### config.mk
export PLATFORM = sky130hd
export DESIGN_NAME = wall_follow_nav_sequencer_core
export DESIGN_NICKNAME = d
export VERILOG_FILES = /design/src/hw/rtl/wfn_pkg.sv /design/src/hw/rtl/wall_follow_nav_sequencer_core.sv /design/src/hw/rtl/wfn_in_stage.sv /design/src/hw/rtl/wfn_nav_core.sv /design/src/hw/rtl/wfn_out_stage.sv
export VERILOG_INCLUDE_DIRS = /design/src /design/src/hw/rtl
export SDC_FILE = /design/constraint.sdc
export NUM_CORES = 1
export LEC_CHECK = 0
export BUFFER_PORTS_ARGS = -buffer_cell sky130_fd_sc_hd__buf_2
export CAP_MARGIN = 20
export CORE_MARGIN = 8
export CORE_UTILIZATION = 60
export DETAILED_ROUTE_END_ITERATION = 10
export PLACE_DENSITY = 0.81
export SLEW_MARGIN = 10
export SYNTH_ARGS = -nofsm -noshare
export SYNTH_HDL_FRONTEND = slang
export SYNTH_SLANG_ARGS = --single-unit
### constraint.sdc
create_clock -name clk -period 6.5 [get_ports clk]
set_clock_uncertainty 0.1 [all_clocks]
set_input_delay 0.65 -clock clk [delete_from_list [all_inputs] [get_ports clk]]
set_output_delay 0.65 -clock clk [all_outputs]
set_load 0.05 [all_outputs]
### src/hw/rtl/assert_macros.svh
// ----------------------------------------------------------------------------
// Assertion macros
// Shorthand for clocked concurrent assertions used in the RTL.
// ----------------------------------------------------------------------------
`ifndef ASSERT_MACROS_SVH
`define ASSERT_MACROS_SVH

// Check a property on every rising edge, ignoring cycles in reset.
`define WFN_ASSERT(lbl, prop, msg) \
    lbl: assert property (@(posedge clk) disable iff (!rst_n) (prop)) else $error(msg);

// Check a property on every rising edge, reset cycles included.
`define WFN_ASSERT_ALWAYS(lbl, prop, msg) \
    lbl: assert property (@(posedge clk) (prop)) else $error(msg);

`endif

### src/hw/rtl/wfn_pkg.sv
// ----------------------------------------------------------------------------
// wfn_pkg
// Types, codes and helpers shared by the wall-follow navigation sequencer.
// ----------------------------------------------------------------------------
package wfn_pkg;

    // Event kinds carried on the input tuser
    typedef enum logic [2:0] {
        KIND_TICK      = 3'd0,
        KIND_SENSOR    = 3'd1,
        KIND_ROT_DONE  = 3'd2,
        KIND_DIST_DONE = 3'd3,
        KIND_STOP      = 3'd4,
        KIND_CONTINUE  = 3'd5,
        KIND_PAUSE     = 3'd6,
        KIND_RESTART   = 3'd7
    } kind_t;

    // Motion command codes
    typedef enum logic [2:0] {
        CMD_ROTATE  = 3'd0,
        CMD_DIST    = 3'd1,
        CMD_FORWARD = 3'd2,
        CMD_PAUSE   = 3'd3,
        CMD_CONT    = 3'd4
    } cmd_t;

    // Navigation states, one-hot
    typedef enum logic [6:0] {
        ST_IDLE       = 7'b0000001,
        ST_GET_OFFSET = 7'b0000010,
        ST_ROT_FRONT  = 7'b0000100,
        ST_COR_OFFSET = 7'b0001000,
        ST_ROT_BACK   = 7'b0010000,
        ST_GET_ANGLE  = 7'b0100000,
        ST_DRIVE      = 7'b1000000
    } nav_st_t;

    // External state codes reported on seq_state
    localparam logic [2:0] NAV_CODE_IDLE       = 3'd0;
    localparam logic [2:0] NAV_CODE_GET_OFFSET = 3'd1;
    localparam logic [2:0] NAV_CODE_ROT_FRONT  = 3'd2;
    localparam logic [2:0] NAV_CODE_COR_OFFSET = 3'd3;
    localparam logic [2:0] NAV_CODE_ROT_BACK   = 3'd4;
    localparam logic [2:0] NAV_CODE_GET_ANGLE  = 3'd5;
    localparam logic [2:0] NAV_CODE_DRIVE      = 3'd6;
    localparam logic [2:0] NAV_CODE_SPARE      = 3'd7;

    // Configuration register indexes
    localparam int unsigned CFG_IDX_W = 2;
    localparam int unsigned CFG_DATA_W = 10;
    localparam logic [CFG_IDX_W-1:0] REG_TARGET_OFFSET    = 2'd0;
    localparam logic [CFG_IDX_W-1:0] REG_OFFSET_TOLERANCE = 2'd1;
    localparam logic [CFG_IDX_W-1:0] REG_ANGLE_LIMIT      = 2'd2;

    // Configuration reset values
    localparam logic [9:0] TARGET_OFFSET_RST    = 10'd30;
    localparam logic [7:0] OFFSET_TOLERANCE_RST = 8'd5;
    localparam logic [6:0] ANGLE_LIMIT_RST      = 7'd5;

    // Fixed turn angles and forward drive argument
    localparam logic signed [15:0] ROT_QUARTER     = 16'sd90;
    localparam logic signed [15:0] ROT_QUARTER_NEG = -16'sd90;
    localparam logic signed [15:0] FORWARD_ARG     = 16'sd1;

    localparam int unsigned IN_TDATA_W  = 40;
    localparam int unsigned OUT_TDATA_W = 24;

    // One accepted input word
    typedef struct packed {
        kind_t              kind;
        logic [15:0]        wall_offset;
        logic signed [7:0]  wall_angle;
        logic [15:0]        front_distance;
    } in_word_t;

    // One result word
    typedef struct packed {
        logic               cmd_valid;
        cmd_t               cmd_code;
        logic signed [15:0] cmd_value;
        logic [2:0]         seq_state;
        logic               corner_flag;
    } result_t;

    // Configuration write bundle
    typedef struct packed {
        logic                  we;
        logic [CFG_IDX_W-1:0]  index;
        logic [CFG_DATA_W-1:0] data;
    } cfg_wr_t;

    // Map a one-hot state to its reported code
    function automatic logic [2:0] nav_code(input nav_st_t s);
        logic [2:0] code;
        unique case (s)
            ST_IDLE:       code = NAV_CODE_IDLE;
            ST_GET_OFFSET: code = NAV_CODE_GET_OFFSET;
            ST_ROT_FRONT:  code = NAV_CODE_ROT_FRONT;
            ST_COR_OFFSET: code = NAV_CODE_COR_OFFSET;
            ST_ROT_BACK:   code = NAV_CODE_ROT_BACK;
            ST_GET_ANGLE:  code = NAV_CODE_GET_ANGLE;
            ST_DRIVE:      code = NAV_CODE_DRIVE;
            default:       code = NAV_CODE_SPARE;
        endcase
        return code;
    endfunction

endpackage

### src/hw/rtl/wall_follow_nav_sequencer_core.sv
// ----------------------------------------------------------------------------
// wall_follow_nav_sequencer_core
// Wall-following navigation sequencer: one result word per event word.
// ----------------------------------------------------------------------------
// Usage:
//   Event words enter on the s_axis channel; tuser carries the event kind
//   and tdata the sensor fields (used by sensor events only). Every event
//   produces exactly one result word on the m_axis channel; tuser flags a
//   motion command, tdata carries the command, argument, state and corner
//   flag. Thresholds are to be written through cfg_we / cfg_index / cfg_data
//   only while no event is in flight; the block itself does not enforce this.
//   Path: an accepted event word passes through the input register, then
//   the decision logic into the result register.
//   Throughput: one event per cycle while results are taken; the decision
//   logic reads and updates the navigation state in a single pass.
//   Reset: both stages empty, state idle, not running, latched sensor data
//   and flags cleared, thresholds back to 30 / 5 / 5.
//   Stall: a held result waits in the result register; the input register
//   still takes one more word, then s_axis_tready drops until the receiver
//   takes the result.
// ----------------------------------------------------------------------------
`include "assert_macros.svh"

module wall_follow_nav_sequencer_core (
    input  logic                                clk,
    input  logic                                rst_n,
    // Configuration write port
    input  logic                                cfg_we,
    input  logic [wfn_pkg::CFG_IDX_W-1:0]       cfg_index,
    input  logic [wfn_pkg::CFG_DATA_W-1:0]      cfg_data,
    // Event input
    input  logic                                s_axis_tvalid,
    output logic                                s_axis_tready,
    // [15:0] wall_offset, [23:16] wall_angle, [39:24] front_distance
    input  logic [wfn_pkg::IN_TDATA_W-1:0]      s_axis_tdata,
    // [2:0] kind
    input  logic [2:0]                          s_axis_tuser,
    // Result output
    output logic                                m_axis_tvalid,
    input  logic                                m_axis_tready,
    // [2:0] cmd_code, [18:3] cmd_value, [21:19] seq_state, [22] corner_flag,
    // [23] zero
    output logic [wfn_pkg::OUT_TDATA_W-1:0]     m_axis_tdata,
    // [0] cmd_valid
    output logic [0:0]                          m_axis_tuser
);

    wfn_pkg::in_word_t in_word;
    wfn_pkg::in_word_t held_word;
    wfn_pkg::cfg_wr_t  cfg;
    wfn_pkg::result_t  res_core;
    wfn_pkg::result_t  res_out;
    logic              in_valid;
    logic              out_free;
    logic              advance;
    logic              out_stall;
    logic              cmd_fields_zero;
    logic              spare_shown;

    // Unpack the input word
    assign in_word.kind           = wfn_pkg::kind_t'(s_axis_tuser);
    assign in_word.wall_offset    = s_axis_tdata[15:0];
    assign in_word.wall_angle     = $signed(s_axis_tdata[23:16]);
    assign in_word.front_distance = s_axis_tdata[39:24];

    assign cfg.we    = cfg_we;
    assign cfg.index = cfg_index;
    assign cfg.data  = cfg_data;

    // Move a held event into the result register when there is room
    assign advance = in_valid && out_free;

    wfn_in_stage u_in_stage (
        .clk      (clk),
        .rst_n    (rst_n),
        .in_valid (s_axis_tvalid),
        .in_ready (s_axis_tready),
        .in_word  (in_word),
        .take     (advance),
        .valid    (in_valid),
        .word     (held_word)
    );

    wfn_nav_core u_nav_core (
        .clk     (clk),
        .rst_n   (rst_n),
        .cfg     (cfg),
        .advance (advance),
        .word    (held_word),
        .res     (res_core)
    );

    wfn_out_stage u_out_stage (
        .clk       (clk),
        .rst_n     (rst_n),
        .load      (advance),
        .res_in    (res_core),
        .free      (out_free),
        .out_valid (m_axis_tvalid),
        .out_ready (m_axis_tready),
        .res_out   (res_out)
    );

    // Pack the result word
    assign m_axis_tdata = {1'b0, res_out.corner_flag, res_out.seq_state,
                           res_out.cmd_value, res_out.cmd_code};
    assign m_axis_tuser = res_out.cmd_valid;

    // Terms used by the checks below
    assign out_stall       = m_axis_tvalid && !m_axis_tready;
    assign cmd_fields_zero = (m_axis_tdata[18:0] == 19'd0);
    assign spare_shown     = (res_out.seq_state == wfn_pkg::NAV_CODE_SPARE);

    // No result may show while in reset
    `WFN_ASSERT_ALWAYS(a_no_valid_in_reset, !rst_n |-> !m_axis_tvalid, "result valid in reset")

    // A word moved out of the input register is shown on the next cycle
    `WFN_ASSERT(a_advance_shows, advance |=> m_axis_tvalid, "advanced word not shown")

    // Both stages full and stalled: no further word may be taken
    `WFN_ASSERT(a_full_blocks, (in_valid && out_stall) |-> !s_axis_tready, "accept while full")

    // Without a command the code and argument fields are zero
    `WFN_ASSERT(a_idle_cmd_zero, (m_axis_tvalid && !m_axis_tuser[0]) |-> cmd_fields_zero, "stale cmd")

    // The spare state code is never reported
    `WFN_ASSERT(a_no_spare, m_axis_tvalid |-> !spare_shown, "spare state reported")

endmodule

### src/hw/rtl/wfn_in_stage.sv
// ----------------------------------------------------------------------------
// wfn_in_stage
// Input register: holds one accepted event word until the core takes it.
// ----------------------------------------------------------------------------
module wfn_in_stage (
    input  logic              clk,
    input  logic              rst_n,
    input  logic              in_valid,
    output logic              in_ready,
    input  wfn_pkg::in_word_t in_word,
    input  logic              take,
    output logic              valid,
    output wfn_pkg::in_word_t word
);

    logic              valid_reg;
    wfn_pkg::in_word_t word_reg;

    // Free when empty or when the held word leaves this cycle
    assign in_ready = !valid_reg || take;

    // Track occupancy
    always_ff @(posedge clk or negedge rst_n)
    begin
        if (!rst_n)
        begin
            valid_reg <= 1'b0;
        end
        else if (in_ready)
        begin
            valid_reg <= in_valid;
        end
    end

    // Capture the payload
    always_ff @(posedge clk)
    begin
        if (in_ready && in_valid)
        begin
            word_reg <= in_word;
        end
    end

    assign valid = valid_reg;
    assign word  = word_reg;

endmodule

### src/hw/rtl/wfn_nav_core.sv
// ----------------------------------------------------------------------------
// wfn_nav_core
// Navigation state, latched sensor data, config registers and the
// single-pass event decision logic.
// ----------------------------------------------------------------------------
module wfn_nav_core (
    input  logic              clk,
    input  logic              rst_n,
    input  wfn_pkg::cfg_wr_t  cfg,
    input  logic              advance,
    input  wfn_pkg::in_word_t word,
    output wfn_pkg::result_t  res
);

    // Configuration
    logic [9:0] target_offset_reg;
    logic [7:0] offset_tolerance_reg;
    logic [6:0] angle_limit_reg;

    // Navigation state
    wfn_pkg::nav_st_t cur_reg, cur_next;
    wfn_pkg::nav_st_t pend_reg, pend_next;
    logic             corner_reg, corner_next;
    logic             rot_reg, rot_next;
    logic             dist_reg, dist_next;
    logic             fresh_reg, fresh_next;
    logic             run_reg, run_next;
    logic [15:0]      lat_off_reg, lat_off_next;
    logic [7:0]       lat_ang_reg, lat_ang_next;
    logic [15:0]      lat_front_reg, lat_front_next;

    // Command under construction
    logic               emit_valid;
    wfn_pkg::cmd_t      emit_code;
    logic signed [15:0] emit_value;

    // Derived quantities from latched data
    logic signed [15:0] ang_ext;
    logic signed [15:0] ang_neg;
    logic signed [15:0] rot_front_arg;
    logic signed [15:0] dist_arg;
    logic [7:0]         ang_mag;
    logic               ang_over;
    logic signed [17:0] off_ext;
    logic signed [17:0] win_hi;
    logic signed [17:0] win_lo;
    logic               in_window;

    // Write configuration registers
    always_ff @(posedge clk or negedge rst_n)
    begin
        if (!rst_n)
        begin
            target_offset_reg    <= wfn_pkg::TARGET_OFFSET_RST;
            offset_tolerance_reg <= wfn_pkg::OFFSET_TOLERANCE_RST;
            angle_limit_reg      <= wfn_pkg::ANGLE_LIMIT_RST;
        end
        else if (cfg.we)
        begin
            unique case (cfg.index)
                wfn_pkg::REG_TARGET_OFFSET:    target_offset_reg    <= cfg.data;
                wfn_pkg::REG_OFFSET_TOLERANCE: offset_tolerance_reg <= cfg.data[7:0];
                wfn_pkg::REG_ANGLE_LIMIT:      angle_limit_reg      <= cfg.data[6:0];
                default: ;
            endcase
        end
    end

    // Angle forms used by the rotate commands and the drift check
    assign ang_ext       = $signed({{8{lat_ang_reg[7]}}, lat_ang_reg});
    assign ang_neg       = -ang_ext;
    assign rot_front_arg = wfn_pkg::ROT_QUARTER - ang_ext;
    assign dist_arg      = $signed(lat_front_reg - {6'b0, target_offset_reg});
    assign ang_mag       = lat_ang_reg[7] ? (~lat_ang_reg + 8'd1) : lat_ang_reg;
    assign ang_over      = ang_mag > {1'b0, angle_limit_reg};

    // Offset window, both ends exclusive
    assign off_ext   = $signed({2'b00, lat_off_reg});
    assign win_hi    = $signed({8'b0, target_offset_reg} + {10'b0, offset_tolerance_reg});
    assign win_lo    = $signed({8'b0, target_offset_reg} - {10'b0, offset_tolerance_reg});
    assign in_window = (off_ext < win_hi) && (off_ext > win_lo);

    // Decide next state and command for the current event
    always_comb
    begin
        cur_next       = cur_reg;
        pend_next      = pend_reg;
        corner_next    = corner_reg;
        rot_next       = rot_reg;
        dist_next      = dist_reg;
        fresh_next     = fresh_reg;
        run_next       = run_reg;
        lat_off_next   = lat_off_reg;
        lat_ang_next   = lat_ang_reg;
        lat_front_next = lat_front_reg;
        emit_valid     = 1'b0;
        emit_code      = wfn_pkg::CMD_ROTATE;
        emit_value     = '0;

        unique case (word.kind)
            wfn_pkg::KIND_TICK:
            begin
                // Next-state selection only while running
                if (run_reg)
                begin
                    unique case (cur_reg)
                        wfn_pkg::ST_IDLE:
                        begin
                            pend_next   = wfn_pkg::ST_GET_OFFSET;
                            corner_next = 1'b0;
                        end
                        wfn_pkg::ST_GET_OFFSET:
                        begin
                            corner_next = 1'b0;
                            pend_next   = in_window ? wfn_pkg::ST_GET_ANGLE
                                                    : wfn_pkg::ST_ROT_FRONT;
                        end
                        wfn_pkg::ST_ROT_FRONT:
                        begin
                            corner_next = 1'b1;
                            if (rot_reg)
                            begin
                                pend_next = wfn_pkg::ST_COR_OFFSET;
                                rot_next  = 1'b0;
                            end
                        end
                        wfn_pkg::ST_COR_OFFSET:
                        begin
                            corner_next = 1'b1;
                            if (dist_reg)
                            begin
                                pend_next = wfn_pkg::ST_ROT_BACK;
                                dist_next = 1'b0;
                            end
                        end
                        wfn_pkg::ST_ROT_BACK:
                        begin
                            corner_next = 1'b1;
                            if (rot_reg)
                            begin
                                pend_next = wfn_pkg::ST_DRIVE;
                                rot_next  = 1'b0;
                            end
                        end
                        wfn_pkg::ST_GET_ANGLE:
                        begin
                            if (rot_reg)
                            begin
                                corner_next = 1'b0;
                                pend_next   = wfn_pkg::ST_DRIVE;
                                rot_next    = 1'b0;
                            end
                        end
                        wfn_pkg::ST_DRIVE:
                        begin
                            corner_next = 1'b0;
                            if (ang_over)
                            begin
                                pend_next = wfn_pkg::ST_GET_ANGLE;
                            end
                        end
                        default:
                        begin
                            corner_next = 1'b0;
                            pend_next   = wfn_pkg::ST_IDLE;
                        end
                    endcase
                end

                // Transition action: compare current and pending state
                unique case (cur_reg)
                    wfn_pkg::ST_GET_OFFSET:
                    begin
                        if (pend_next == wfn_pkg::ST_GET_ANGLE)
                        begin
                            emit_valid = 1'b1;
                            emit_code  = wfn_pkg::CMD_ROTATE;
                            emit_value = ang_neg;
                        end
                        else if (pend_next == wfn_pkg::ST_ROT_FRONT)
                        begin
                            emit_valid = 1'b1;
                            emit_code  = wfn_pkg::CMD_ROTATE;
                            emit_value = rot_front_arg;
                        end
                    end
                    wfn_pkg::ST_ROT_FRONT:
                    begin
                        if (pend_next == wfn_pkg::ST_COR_OFFSET)
                        begin
                            emit_valid = 1'b1;
                            emit_code  = wfn_pkg::CMD_DIST;
                            emit_value = dist_arg;
                        end
                    end
                    wfn_pkg::ST_COR_OFFSET:
                    begin
                        if (pend_next == wfn_pkg::ST_ROT_BACK)
                        begin
                            emit_valid = 1'b1;
                            emit_code  = wfn_pkg::CMD_ROTATE;
                            emit_value = wfn_pkg::ROT_QUARTER_NEG;
                        end
                    end
                    wfn_pkg::ST_ROT_BACK, wfn_pkg::ST_GET_ANGLE:
                    begin
                        if (pend_next == wfn_pkg::ST_DRIVE)
                        begin
                            emit_valid = 1'b1;
                            emit_code  = wfn_pkg::CMD_FORWARD;
                            emit_value = wfn_pkg::FORWARD_ARG;
                        end
                    end
                    wfn_pkg::ST_DRIVE:
                    begin
                        if (pend_next == wfn_pkg::ST_GET_ANGLE)
                        begin
                            emit_valid  = 1'b1;
                            emit_code   = wfn_pkg::CMD_ROTATE;
                            emit_value  = ang_neg;
                            corner_next = 1'b1;
                        end
                    end
                    default: ;
                endcase

                // Commit on fresh data or in corner mode
                if (fresh_reg || corner_next)
                begin
                    fresh_next = 1'b0;
                    cur_next   = pend_next;
                end
            end
            wfn_pkg::KIND_SENSOR:
            begin
                lat_off_next   = word.wall_offset;
                lat_ang_next   = word.wall_angle;
                lat_front_next = word.front_distance;
                fresh_next     = 1'b1;
            end
            wfn_pkg::KIND_ROT_DONE:
            begin
                rot_next = 1'b1;
            end
            wfn_pkg::KIND_DIST_DONE:
            begin
                dist_next = 1'b1;
            end
            wfn_pkg::KIND_STOP:
            begin
                emit_valid = 1'b1;
                emit_code  = wfn_pkg::CMD_PAUSE;
                cur_next   = wfn_pkg::ST_IDLE;
                pend_next  = wfn_pkg::ST_IDLE;
                run_next   = 1'b0;
            end
            wfn_pkg::KIND_CONTINUE:
            begin
                if (!run_reg)
                begin
                    emit_valid = 1'b1;
                    emit_code  = wfn_pkg::CMD_CONT;
                    run_next   = 1'b1;
                end
            end
            wfn_pkg::KIND_PAUSE:
            begin
                if (run_reg)
                begin
                    emit_valid = 1'b1;
                    emit_code  = wfn_pkg::CMD_PAUSE;
                    run_next   = 1'b0;
                end
            end
            wfn_pkg::KIND_RESTART:
            begin
                cur_next  = wfn_pkg::ST_GET_OFFSET;
                pend_next = wfn_pkg::ST_GET_OFFSET;
            end
            default: ;
        endcase
    end

    // Advance state when the event moves into the result register
    always_ff @(posedge clk or negedge rst_n)
    begin
        if (!rst_n)
        begin
            cur_reg       <= wfn_pkg::ST_IDLE;
            pend_reg      <= wfn_pkg::ST_IDLE;
            corner_reg    <= 1'b0;
            rot_reg       <= 1'b0;
            dist_reg      <= 1'b0;
            fresh_reg     <= 1'b0;
            run_reg       <= 1'b0;
            lat_off_reg   <= '0;
            lat_ang_reg   <= '0;
            lat_front_reg <= '0;
        end
        else if (advance)
        begin
            cur_reg       <= cur_next;
            pend_reg      <= pend_next;
            corner_reg    <= corner_next;
            rot_reg       <= rot_next;
            dist_reg      <= dist_next;
            fresh_reg     <= fresh_next;
            run_reg       <= run_next;
            lat_off_reg   <= lat_off_next;
            lat_ang_reg   <= lat_ang_next;
            lat_front_reg <= lat_front_next;
        end
    end

    // Result word for this event
    assign res.cmd_valid   = emit_valid;
    assign res.cmd_code    = emit_code;
    assign res.cmd_value   = emit_value;
    assign res.seq_state   = wfn_pkg::nav_code(cur_next);
    assign res.corner_flag = corner_next;

endmodule

### src/hw/rtl/wfn_out_stage.sv
// ----------------------------------------------------------------------------
// wfn_out_stage
// Result register: holds one result word until the receiver takes it.
// ----------------------------------------------------------------------------
module wfn_out_stage (
    input  logic             clk,
    input  logic             rst_n,
    input  logic             load,
    input  wfn_pkg::result_t res_in,
    output logic             free,
    output logic             out_valid,
    input  logic             out_ready,
    output wfn_pkg::result_t res_out
);

    logic             valid_reg;
    wfn_pkg::result_t res_reg;

    // Room for a new word when empty or when the held word is taken
    assign free = !valid_reg || out_ready;

    // Track occupancy
    always_ff @(posedge clk or negedge rst_n)
    begin
        if (!rst_n)
        begin
            valid_reg <= 1'b0;
        end
        else if (free)
        begin
            valid_reg <= load;
        end
    end

    // Capture the result
    always_ff @(posedge clk)
    begin
        if (load)
        begin
            res_reg <= res_in;
        end
    end

    assign out_valid = valid_reg;
    assign res_out   = res_reg;

endmodule
## After elaboration in Yosys (flattened, before gate mapping)

Index checks and enable logic that the tools add are counted.

| storage, ports and cells | value |
|---|---|
| bits in registers | 153 |
| latch bits | 0 |
| RAM bits | 0 |
| memory bits (read-only) | 0 |
| bits of input ports | 60 |
| output and inout bits | 27 |
| logic and storage cells | 146 |
| memories | 0 |

| operators by class | value |
|---|---|
| $add $sub $neg | 6 |
| $mul | 0 |
| divide/modulo/power cells | 0 |
| order comparisons | 3 |
| equal/unequal tests | 32 |
| shift operators | 0 |
| muxes and demuxes | 52 |
| bitwise operators | 1 |
| reduce and logical (&&, ||, !) cells | 28 |

Operator list:

| operator | count |
|---|---|
| 2-to-1 mux 16 bit | 5 |
| case mux 16 bit (5 select lines) | 1 |
| 2-to-1 mux 7 bit | 7 |
| case mux 7 bit (3 select lines) | 2 |
| case mux 7 bit (6 select lines) | 1 |
| equality test 7 x 3 -> 1 bit, second input constant | 3 |
| equality test 7 x 4 -> 1 bit, second input constant | 3 |
| equality test 7 x 5 -> 1 bit, second input constant | 3 |
| equality test 7 x 6 -> 1 bit, second input constant | 3 |
| equality test 7 bit, second input constant | 3 |
| 2-to-1 mux 1 bit | 21 |
| case mux 3 bit (7 select lines) | 1 |
| > comparator 17 x 18 -> 1 bit | 1 |
| < comparator 17 x 18 -> 1 bit | 1 |
| negator 8 -> 16 bit | 1 |
| subtractor 16 x 10 -> 16 bit | 1 |
| equality test 7 x 1 -> 1 bit, second input constant | 2 |
| equality test 7 x 2 -> 1 bit, second input constant | 2 |
| equality test 3 bit, second input constant | 4 |
| case mux 3 bit (4 select lines) | 1 |
| AND reduction 2 bit | 6 |
| adder 10 x 8 -> 11 bit | 1 |
| subtractor 10 x 8 -> 11 bit | 1 |
| case mux 1 bit (2 select lines) | 5 |
| other kinds (28) | 43 |

## Logic depth before layout (Yosys ltp)

Gate-level depths: netlist of run 1.

| logic depth | value |
|---|---|
| word-level depth | 17 |
| mapped depth | 28 |

## By module

A second synthesis of run 1 with hierarchy kept.

| unflattened totals | value |
|---|---|
| cells, all modules | 872 |
| area total of the unflattened synthesis | 9,136.3 um^2 |

By module, submodules not included:

| module | instances | cells an instance | area each (um^2) |
|---|---|---|---|
| wfn_nav_core | 1 | 795 | 7,005.5 |
| wfn_in_stage | 1 | 47 | 1,345.0 |
| wfn_out_stage | 1 | 27 | 768.2 |
| wall_follow_nav_sequencer_core | 1 | 3 | 17.5 |

## Least setup slack after synthesis of run 1

OpenSTA, ideal clock, no wires.

| path | value |
|---|---|
| path type | register to register |
| start point | register u_nav_core.offset_tolerance_reg[2] |
| end point | register u_out_stage.res_reg (netlist bit u_out_stage.res_out[1]), data pin |
| setup time | 0.266 ns |
| data arrival time | 4.874 ns |
| data required time | 6.134 ns |
| path slack | 1.260 ns |
| stages on the path, launching flop included | 27 |
| path buffers | 0 |
| cells stage by stage | dfstp_2 inv_1 ha_1 inv_1 a21oi_1 o21bai_1 a21oi_1 nor2_1 nor2_1 nor2_1 nor2_1 nor2_1 o21ai_0 xnor2_1 ha_1 a21oi_1 o21ai_0 a2111oi_4 o21ai_2 a22o_4 a2111oi_4 nand4_4 a211o_1 a2bb2oi_4 mux2i_1 nor3_2 o32ai_1 |

RTL lines:

| element | line | text |
|---|---|---|
| from (decl) | wfn_nav_core.sv:17 | `logic [7:0] offset_tolerance_reg;` |
| from (signal assigned) | wfn_nav_core.sv:55 | `offset_tolerance_reg <= wfn_pkg::OFFSET_TOLERANCE_RST;` |
| from (signal assigned) | wfn_nav_core.sv:62 | `wfn_pkg::REG_OFFSET_TOLERANCE: offset_tolerance_reg <= cfg.data[7:0];` |
| to (signal assigned) | wfn_out_stage.sv:40 | `res_reg <= res_in;` |
| to (decl) | wfn_out_stage.sv:17 | `wfn_pkg::result_t res_reg;` |

==> flow_summary.ini, run 1 <==
[sta]
setup_viol = 0
rsz0062_at_grt = false
worst_pin_slew_ns = 0.993
hold_violations = 0
period_minus_slack_ns = 5.97
fmax_mhz = 168
finalMaxSlewViolations = 0
tns_ns = 0
max_slew_margin = 0.338
period_share = 0.918

[synthesis]
synth-compound-area-share = 0.162
synth-adder-area-share = 0.0922
synth-simple-area-share = 0.131
synth_edf_count = 67
async_reset_ff_frac = 0.562
synth.largest_area_cell = edfxtp_1
syn_area_per_cell_um2 = 10.6
yosysUniqueCellTypes = 89
ys_warn_count = 0
synth.top_cell.area_share = 0.219
synthCells = 871
synthTopCellsByArea = edfxtp_1, dfrtp_1, ha_1, mux2_2, xnor2_1
seq_area_frac_synth = 0.454
synth_top_family_by_area = compound AO/OA/AOI/OAI gates
ys_ff_latch = 153
synth_ff_type = dfrtp_1
synth_xor_area_frac = 0.0381
syn_nets = 997
muxShareOfSynthArea = 0.0729
synth.cell_area_mm2 = 0.00920

[finish]
fin_area_mm2 = 0.0104
largest_reg_flops = 43
mostFrequentLayoutCells = buf_2, dfrtp_1, edfxtp_1, ha_1
synthToLayoutAreaGrowth_pct = 12.7
final_common_cell = buf_2
fin_nets = 1067
drive_above_1_share = 0.232
num_antenna_cells = 0

[floorplanning]
fp-row-count = 45
start_util = 0.610
dieArea_mm2 = 0.0195
coreArea_mm2 = 0.0151
die_h_um = 140
ioPinCount = 87
die_w_um = 140

[worst_setup_path]
crit_required_ns = 6.57
path_class = reg -> reg
start_kind = register
worstPathMaxFanout = 10
rr_worst_depth = 23
crit_arrival_ns = 6.04
end_kind = register

[power_and_ir_drop]
peakVddDrop_mv = 0.208
power_w = 0.00391
p_per_area_mw_per_mm2 = 377
power_leakage_nw = 4.42

[placed_design]
placed_area_mm2 = 0.00967
dpl.hpwl_um = 15400
routabilityCongestion = 0.920
portBuffers = 85

[detailed_routing]
wl_met2_um = 10300
maxUsedRoutingLayer = met4
wl_met3_um = 1090
post_drt_wl_per_cell_um = 18.4
vias_per_cell = 6.06
vias = 6923
drt_pre_antenna_iters = 7
met1Wirelength_um = 9270
drc = 0
ant_nets = 0
totalWireLength_um = 21100
drt_iter0_markers = 673

[clocking]
htreeDepth = 4
cts_buffers = 17
cts_buffer_depth = 2
clkSinkCount = 153
cts_setup_buffers = 0
cts-root-buf = clkbuf_16
cts_tree = built
cts-resized-gates = 0
clk_pin_slew_worst_paths_ns = 0.06
worstSkewPairLatency_ns = 0.42

[outcome]
outcome = finished, final reports clean

[global_routing]
grt_pass1_vias = 6812
grt.overflow.total = 0
grt_pass1_wl_um = 34100
grt.total_usage = 0.218
grt_antenna_before_repair = 0
grt_max_degree = 70

[hold_path]
min_path_type = in -> reg
worstHoldPathCells = 1

[flow_run]
cap_violations = 0
[timing repair]
action,CTS,global route
hold endpoints to repair,16,0
hold buffers,1,0
setup endpoints to repair,0,0
[Yosys cell counts, drive strengths merged, types with 7 or more instances]
library cell,instances
nor2b,11
nor4,7
or3,8
nand2,62
edfxtp,67
xnor2,33
dfstp,10
nand3,16
a31oi,15
dfrtp,76
nor2,50
and3,10
nand4,8
a22oi,11
clkbuf,27
inv,62
o21ai,55
a21o,9
buf,13
a21oi,55
xor2,7
mux2,56
ha,63
nor3,23
[area by class of cell]
type | instances | area [um^2]
timing repair buffer | 91 | 495
clock inverter | 14 | 219
multi-input combinational | 615 | 4570
sequential | 153 | 4180
fill | 1159 | 4720
inverter | 63 | 236
tap | 188 | 235
clock buffer | 18 | 429
[worst max-delay path, stage by stage, from the launching register on]
cell and delay (ns):
dfstp_2 0.54, inv_1 0.04, ha_1 0.35, inv_1 0.11, o21bai_1 0.11, a21oi_1 0.20, o21bai_1 0.12, a21o_1 0.20
a21o_1 0.20, a211oi_1 0.29, xnor2_1 0.10, ha_1 0.29, nand4_1 0.16, a211oi_1 0.29, nor3_1 0.08, o31ai_1 0.39
a21boi_4 0.16, o41ai_4 0.63, nand4_4 0.34, a211o_1 0.42, a2bb2oi_4 0.21, mux2i_1 0.11, nor3_2 0.15, o32ai_1 0.11
[metrics by stage]
| stage | utilization | setup slack [ns] | cells | hold WS (ns) |
|---|---|---|---|---|
| after floorplan | - | 1.26 | 871 | 0.254 |
| after global routing | 0.687 | 0.178 | 1142 | 0.279 |
| after CTS | 0.685 | 0.587 | 1140 | 0.283 |
| final | 0.687 | 0.532 | 1142 | 0.296 |
| after detailed placement | 0.641 | 0.689 | 1107 | 0.365 |
| after global placement | 0.641 | 0.908 | 1107 | 0.357 |
[final timing paths]
| kind | startpoint | to | slack, ns |
|---|---|---|---|
| min in group asynchronous | rst_n | u_nav_core.lat_off_reg[7]$_DFFE_PN0P_ | 0.53 |
| max in group asynchronous | rst_n | u_nav_core.rot_reg$_DFFE_PN0P_ | 4.63 |
| worst min register to register | u_in_stage.word[31]$_DFFE_PP_ | u_nav_core.lat_off_reg[7]$_DFFE_PN0P_ | 0.38 |
| worst max-delay path | u_nav_core.offset_tolerance_reg[2]$_DFFE_PN1P_ | u_out_stage.res_out[1]$_DFFE_PP_ | 0.53 |
| worst min-delay path | s_axis_tdata[22] | u_in_stage.word[22]$_DFFE_PP_ | 0.30 |
| worst max register to register | u_nav_core.offset_tolerance_reg[2]$_DFFE_PN1P_ | u_out_stage.res_out[1]$_DFFE_PP_ | 0.53 |
[logic make-up (layout without fill, tap and decap cells)]
family | after synthesis | after routing
AND/OR/NAND/NOR | 233 | 233
AO/OA/AOI/OAI | 215 | 215
flip-flops | 153 | 153
buffers and inverters | 103 | 186
adder cells (fa/ha/maj) | 66 | 66
multiplexers | 60 | 60
XOR/XNOR | 40 | 40
other | 1 | 1
[routing by layer]
metal  vias to the layer above  track usage
met5                         -            0
met3                        35       0.0434
met2                       243        0.361
li1                       3311            -
met4                         0       0.0834
met1                      3334        0.277
[power breakdown]
part	internal, W	total, W	switching [W]
combinational	0.000613	0.00145	0.000835
clock	0.000685	0.00108	0.000398
sequential	0.00119	0.00138	0.000187
No activity file was read; power rests on OpenSTA's default activity.
==> run 2, diff against run 1 <==
--- a/config.mk
+++ b/config.mk
@@ -11,6 +11,7 @@
 export CORE_MARGIN = 8
 export CORE_UTILIZATION = 60
 export DETAILED_ROUTE_END_ITERATION = 10
+export GPL_TIMING_DRIVEN = 0
 export PLACE_DENSITY = 0.81
 export SLEW_MARGIN = 10
 export SYNTH_ARGS = -nofsm -noshare
==> run 2 against run 1 <==
  * Flip-flop and latch count is the same
  * Sequential share of layout area is 0.81 points lower
  * Power is 0.27% higher
  * Fmax is 1.9% lower
  * Final area rose by 2.1%
  * First-iteration DRC count fell by 16%
  * Utilization up 1.4 points
  * Register-to-register slack got worse by 0.12 ns
  * Largest power group unchanged
==> flow_summary.ini, run 2 (synthesis gave the netlist of run 1 again) <==
[sta]
rsz0062_at_grt = false
hold-worst-slack_ns = 0.178
fmax_mhz = 164
setup_ws_ns = 0.414
tns_ns = 0
setup_viol = 0
finalMaxSlewViolations = 0
hold_violations = 0
period_share = 0.936
worst_pin_slew_ns = 0.859
max_slew_margin = 0.423
period_minus_slack_ns = 6.09

[hold_path]
min_path_type = in -> async

[worst_setup_path]
crit_required_ns = 6.67
worstPathMaxFanout = 10
end_kind = register
cp_cell_sequence = inv_1 > ha_1 > inv_1 > o21bai_1 > a21oi_1 > o21bai_1 > a21o_1 > a21o_1 > a211oi_1 > xnor2_1 > ha_1 > nand4_1 > nor3_1 > a2111oi_0 > o31ai_1 > a21boi_4 > o41ai_4 > buf_4 > nor4_1 > and3_1 > clkbuf_1 > clkbuf_1 > o21ai_0 > a21oi_1
crit_path_top_delay_cell = dfstp_2
crit_buf_inv = 5
critical_path.top_delay_family = compound AO/OA/AOI/OAI gates
crit_arrival_ns = 6.26
max_stage_delay_ns = 0.55
path_class = reg -> reg
start_kind = register

[clocking]
cts_buffers = 17
clkSinkCount = 153
cts-root-buf = clkbuf_16
cts_buffer_depth = 2
htreeDepth = 4
postCtsHoldBufs = 0
cts_tree = built
worstSkewPairLatency_ns = 0.43
clk_pin_slew_worst_paths_ns = 0.06

[flow_run]
cap_violations = 0

[finish]
fillCellCount = 1115
drive_above_1_share = 0.237
num_antenna_cells = 0
final-seq-area_mm2 = 0.00418
fin_nets = 1107
mostFrequentLayoutCells = buf_2, dfrtp_1, edfxtp_1, ha_1
largest_reg_flops = 43
multi_input_area_mm2 = 0.00457
synthToLayoutAreaGrowth_pct = 15.0
final_common_cell = buf_2
final_core_util = 0.701

[global_routing]
grt_antenna_before_repair = 0
grt_max_degree = 56
grt.total_usage = 0.236
grt.overflow.total = 0
grt_pass1_vias = 7253
grt_pass1_wl_um = 36500

[power_and_ir_drop]
power_leakage_nw = 4.52
p_per_area_mw_per_mm2 = 370
pwr-share-clk = 0.269
power.internal_w = 0.00246
seq_power_share = 0.337
p_comb_frac = 0.394
power_switching_w = 0.00145
p_sw_frac = 0.371
peakVddDrop_mv = 0.226

[detailed_routing]
vias_per_cell = 6.08
drt_iter0_markers = 564
totalWireLength_um = 22500
drc = 0
ant_nets = 0
post_drt_wl_per_cell_um = 19.1
drt_pre_antenna_iters = 6
vias = 7185

[floorplanning]
die_w_um = 140
ioPinCount = 87
coreArea_mm2 = 0.0151
die_h_um = 140
dieArea_mm2 = 0.0195
fp-row-count = 45
start_util = 0.610

[outcome]
outcome = finished, final reports clean

[placed_design]
routabilityCongestion = 0.914
portBuffers = 85
pre_cts_ws_ns = 0.352
dpl.hpwl_um = 16300
run 2: power by group through the flow:
stage          Clock [W]  Combinational, W  Sequential [W]
2_1_floorplan          0           0.00108         0.00135
3_3_place_gp           0           0.00142         0.00133
3_5_place_dp           0           0.00147         0.00133
4_1_cts          0.00106           0.00152         0.00132
5_1_grt          0.00110           0.00170         0.00134
6_report         0.00105           0.00154         0.00132
run 2: layout make-up:
class / instances / share of cell area
timing repair buffer: 91 / 0.0487
clock buffer: 19 / 0.0409
tap: 188 / 0.0222
clock inverter: 13 / 0.0185
buffer: 40 / 0.0206
multi-input combinational: 615 / 0.432
inverter: 63 / 0.0224
sequential: 153 / 0.395
run 2: worst paths after layout:
path                                                                start                                      to  slack, ns  depth (start not counted)
setup / recovery           u_nav_core.offset_tolerance_reg[2]$_DFFE_PN1P_   u_out_stage.res_out[15]$_SDFFCE_PN0P_       0.41                         24
hold / removal                                                      rst_n  u_nav_core.lat_off_reg[12]$_DFFE_PN0P_       0.18                          1
setup reg to reg           u_nav_core.offset_tolerance_reg[2]$_DFFE_PN1P_   u_out_stage.res_out[15]$_SDFFCE_PN0P_       0.41                         24
hold reg to reg                             u_in_stage.word[19]$_DFFE_PP_   u_nav_core.lat_ang_reg[3]$_DFFE_PN0P_       0.38                          1
max in group asynchronous                                           rst_n      u_nav_core.pend_reg[0]$_DFFE_PN1P_       5.41                          2
min in group clk                                         s_axis_tdata[38]           u_in_stage.word[14]$_DFFE_PP_       0.29                          1
run 2: repair_timing:
action                                  4_1_cts  5_1_grt
buffers inserted                              0        2
endpoints found under the setup margin        0       11
resized for setup                             0        0
run 2: metrics by stage:
| stage | total power (W) | area (um^2) | std cells |
|---|---|---|---|
| 6_report | 0.00392 | 10600 | 1182 |
| 4_1_cts | 0.00390 | 10500 | 1178 |
| 3_5_place_dp | 0.00281 | 9900 | 1146 |
| 3_3_place_gp | 0.00274 | 9860 | 1144 |
| 2_1_floorplan | 0.00243 | 9200 | 871 |
| 5_1_grt | 0.00414 | 10600 | 1182 |
run 2: metal layers:
| layer | vias to the layer above | share of wire | wire length, um | global-route usage |
|---|---|---|---|---|
| li1 | 3383 | - | - | - |
| met1 | 3463 | 0.43 | 9720 | 0.289 |
| met2 | 275 | 0.48 | 10700 | 0.385 |
| met3 | 64 | 0.055 | 1230 | 0.0482 |
| met4 | 0 | 0.039 | 869 | 0.125 |
| met5 | - | 0 | 0 | 0 |
run 2: worst reg2reg max path, cell delays in order, from the launching register on:
cell,delay (ns)
dfstp_2,0.55
inv_1,0.05
ha_1,0.36
inv_1,0.13
o21bai_1,0.13
a21oi_1,0.19
o21bai_1,0.12
a21o_1,0.21
a21o_1,0.20
a211oi_1,0.28
xnor2_1,0.15
ha_1,0.27
nand4_1,0.18
nor3_1,0.09
a2111oi_0,0.41
o31ai_1,0.20
a21boi_4,0.32
o41ai_4,0.15
buf_4,0.21
nor4_1,0.33
and3_1,0.20
clkbuf_1,0.37
clkbuf_1,0.37
o21ai_0,0.18
a21oi_1,0.18
==> run 3, diff against run 2 <==
--- a/config.mk
+++ b/config.mk
@@ -9,10 +9,9 @@
 export BUFFER_PORTS_ARGS = -buffer_cell sky130_fd_sc_hd__buf_2
 export CAP_MARGIN = 20
 export CORE_MARGIN = 8
-export CORE_UTILIZATION = 60
+export CORE_UTILIZATION = 35
 export DETAILED_ROUTE_END_ITERATION = 10
 export GPL_TIMING_DRIVEN = 0
-export PLACE_DENSITY = 0.81
 export SLEW_MARGIN = 10
 export SYNTH_ARGS = -nofsm -noshare
 export SYNTH_HDL_FRONTEND = slang
==> run 3 against run 2 <==
  * Flip-flop and latch count stayed put
  * Register-to-register slack better by 0.07 ns
  * Clock power is 7% lower
  * Final area is 1.5% higher
  * Combinational power is 3% lower
  * Hold slack worse by 0.067 ns
  * Sequential power hardly changed
  * Worst setup slack better by 0.071 ns
  * First-iteration DRC count is 18% lower
  * Die area is 62% higher
  * Utilization is 29 points lower
  * Critical path depth is 3 higher
  * Critical endpoint is now u_out_stage.res_out[6]$_SDFFCE_PN0P_
  * Largest power group unchanged
==> flow_summary.ini, run 3 (synthesis gave the netlist of run 1 again) <==
[power_and_ir_drop]
p_comb_frac = 0.395
p_sw_frac = 0.376
power_leakage_nw = 4.51
seq_power_share = 0.348
peakVddDrop_mv = 0.157
pwr-share-clk = 0.258
power.internal_w = 0.00236
p_per_area_mw_per_mm2 = 352
power_switching_w = 0.00142

[global_routing]
busiest_layer = met2
grt_pass1_wl_um = 36300
grtUsageMet3 = 0.0267
grt.overflow.total = 0
grt_antenna_before_repair = 0
grt_max_degree = 47
grt_use_met2 = 0.230
grt.total_usage = 0.146
grt_pass1_vias = 6770
use_met1 = 0.198

[detailed_routing]
vias_per_cell = 5.13
drc = 0
ant_nets = 0
post_drt_wl_per_cell_um = 17.1
vias = 6818
drt_iter0_markers = 465
drt_pre_antenna_iters = 5
totalWireLength_um = 22800

[placed_design]
dpl.hpwl_um = 17700
portBuffers = 85
routabilityCongestion = 0.893

[clocking]
htreeDepth = 4
postCtsHoldBufs = 0
cts_buffer_depth = 2
cts-root-buf = clkbuf_16
cts_tree = built
clk_pin_slew_worst_paths_ns = 0.07
clkSinkCount = 153
worstSkewPairLatency_ns = 0.43
cts_buffers = 17

[worst_setup_path]
start_kind = register
end_kind = register
crit_required_ns = 6.62
crit_path_top_delay_cell = dfrtp_1
crit_arrival_ns = 6.14
worstPathMaxFanout = 10
path_class = reg -> reg
rr_worst_depth = 27
crit_top_cell = nor2_1
max_stage_delay_ns = 0.43

[sta]
period_minus_slack_ns = 6.01
finalMaxSlewViolations = 0
rsz0062_at_grt = false
period_share = 0.925
worst_pin_slew_ns = 1.16
tns_ns = 0
setup_viol = 0
fmax_mhz = 166
hold_violations = 0
max_slew_margin = 0.218

[finish]
final_common_cell = buf_2
fin_nets = 1108
final_core_util = 0.414
drive_above_1_share = 0.240
mostFrequentLayoutCells = buf_2, dfrtp_1, edfxtp_1, ha_1
num_antenna_cells = 0
largest_reg_flops = 43
synthToLayoutAreaGrowth_pct = 16.7

[flow_run]
cap_violations = 0

[floorplanning]
ioPinCount = 87
start_util = 0.355
fp-row-count = 59
die_h_um = 178
dieArea_mm2 = 0.0317
coreArea_mm2 = 0.0259
die_w_um = 178

[hold_path]
min_path_type = in -> async

[outcome]
outcome = finished, final reports clean
run 3: critical path: cells and delay by family, from the launching register on:
family | cells | cell delay, ns
adders and majority gates | 2 | 0.59
DFF | 1 | 0.43
xor gates and xnor gates | 1 | 0.15
and+or+nand+nor | 8 | 1.15
AOI/OAI and AO/OA | 13 | 3.01
buffers and inverters | 3 | 0.37
run 3: per-layer routing:
layer	vias to the layer above	routed length, um
met5	-	0
met4	0	512
met3	26	1000
met2	166	10500
met1	3236	10700
li1	3390	-
run 3: final timing paths:
kind	start	end	slack (ns)
worst max-delay path	u_nav_core.offset_tolerance_reg[1]$_DFFE_PN0P_	u_out_stage.res_out[6]$_SDFFCE_PN0P_	0.49
worst min-delay path	rst_n	u_nav_core.lat_off_reg[12]$_DFFE_PN0P_	0.11
worst max register to register	u_nav_core.offset_tolerance_reg[1]$_DFFE_PN0P_	u_out_stage.res_out[6]$_SDFFCE_PN0P_	0.49
worst min register to register	u_in_stage.word[16]$_DFFE_PP_	u_nav_core.lat_ang_reg[0]$_DFFE_PN0P_	0.38
max in group asynchronous	rst_n	u_nav_core.target_offset_reg[1]$_DFFE_PN1P_	5.49
min in group clk	s_axis_tdata[36]	u_in_stage.word[12]$_DFFE_PP_	0.30
run 3: power by group through the flow:
| stage | Sequential (W) | Clock (W) | Combinational, W |
|---|---|---|---|
| 2_1_floorplan | 0.00135 | 0 | 0.00108 |
| 3_3_place_gp | 0.00133 | 0 | 0.00144 |
| 3_5_place_dp | 0.00133 | 0 | 0.00148 |
| 4_1_cts | 0.00131 | 0.00100 | 0.00149 |
| 5_1_grt | 0.00134 | 0.00104 | 0.00167 |
| 6_report | 0.00131 | 0.000973 | 0.00149 |
run 3: final cells by class:
cell class	instances	area [um^2]
Tap cell	335	419
Buffer	40	218
Multi-Input combinational cell	615	4580
Inverter	63	236
Timing Repair Buffer	92	533
Sequential cell	153	4180
Fill cell	2511	15200
Clock inverter	14	140
Clock buffer	18	439
run 3: timing repair:
action,in CTS,in global routing
endpoints found under the setup margin,0,15
endpoints found under the hold margin,0,0
gates resized for setup,0,1
buffers inserted,0,4
run 3: through the flow:
| step | instance area, um^2 | hold slack (ns) | power, W | instances | setup slack, ns |
|---|---|---|---|---|---|
| floorplan | 9200 | 0.254 | 0.00243 | 871 | 1.26 |
| global placement | 10000 | 0.358 | 0.00277 | 1291 | 0.316 |
| detailed placement | 10100 | 0.365 | 0.00281 | 1294 | 0.298 |
| CTS | 10700 | 0.124 | 0.00380 | 1326 | 0.272 |
| global route | 10700 | 0.148 | 0.00404 | 1330 | 0.00233 |
| finish | 10700 | 0.111 | 0.00378 | 1330 | 0.486 |
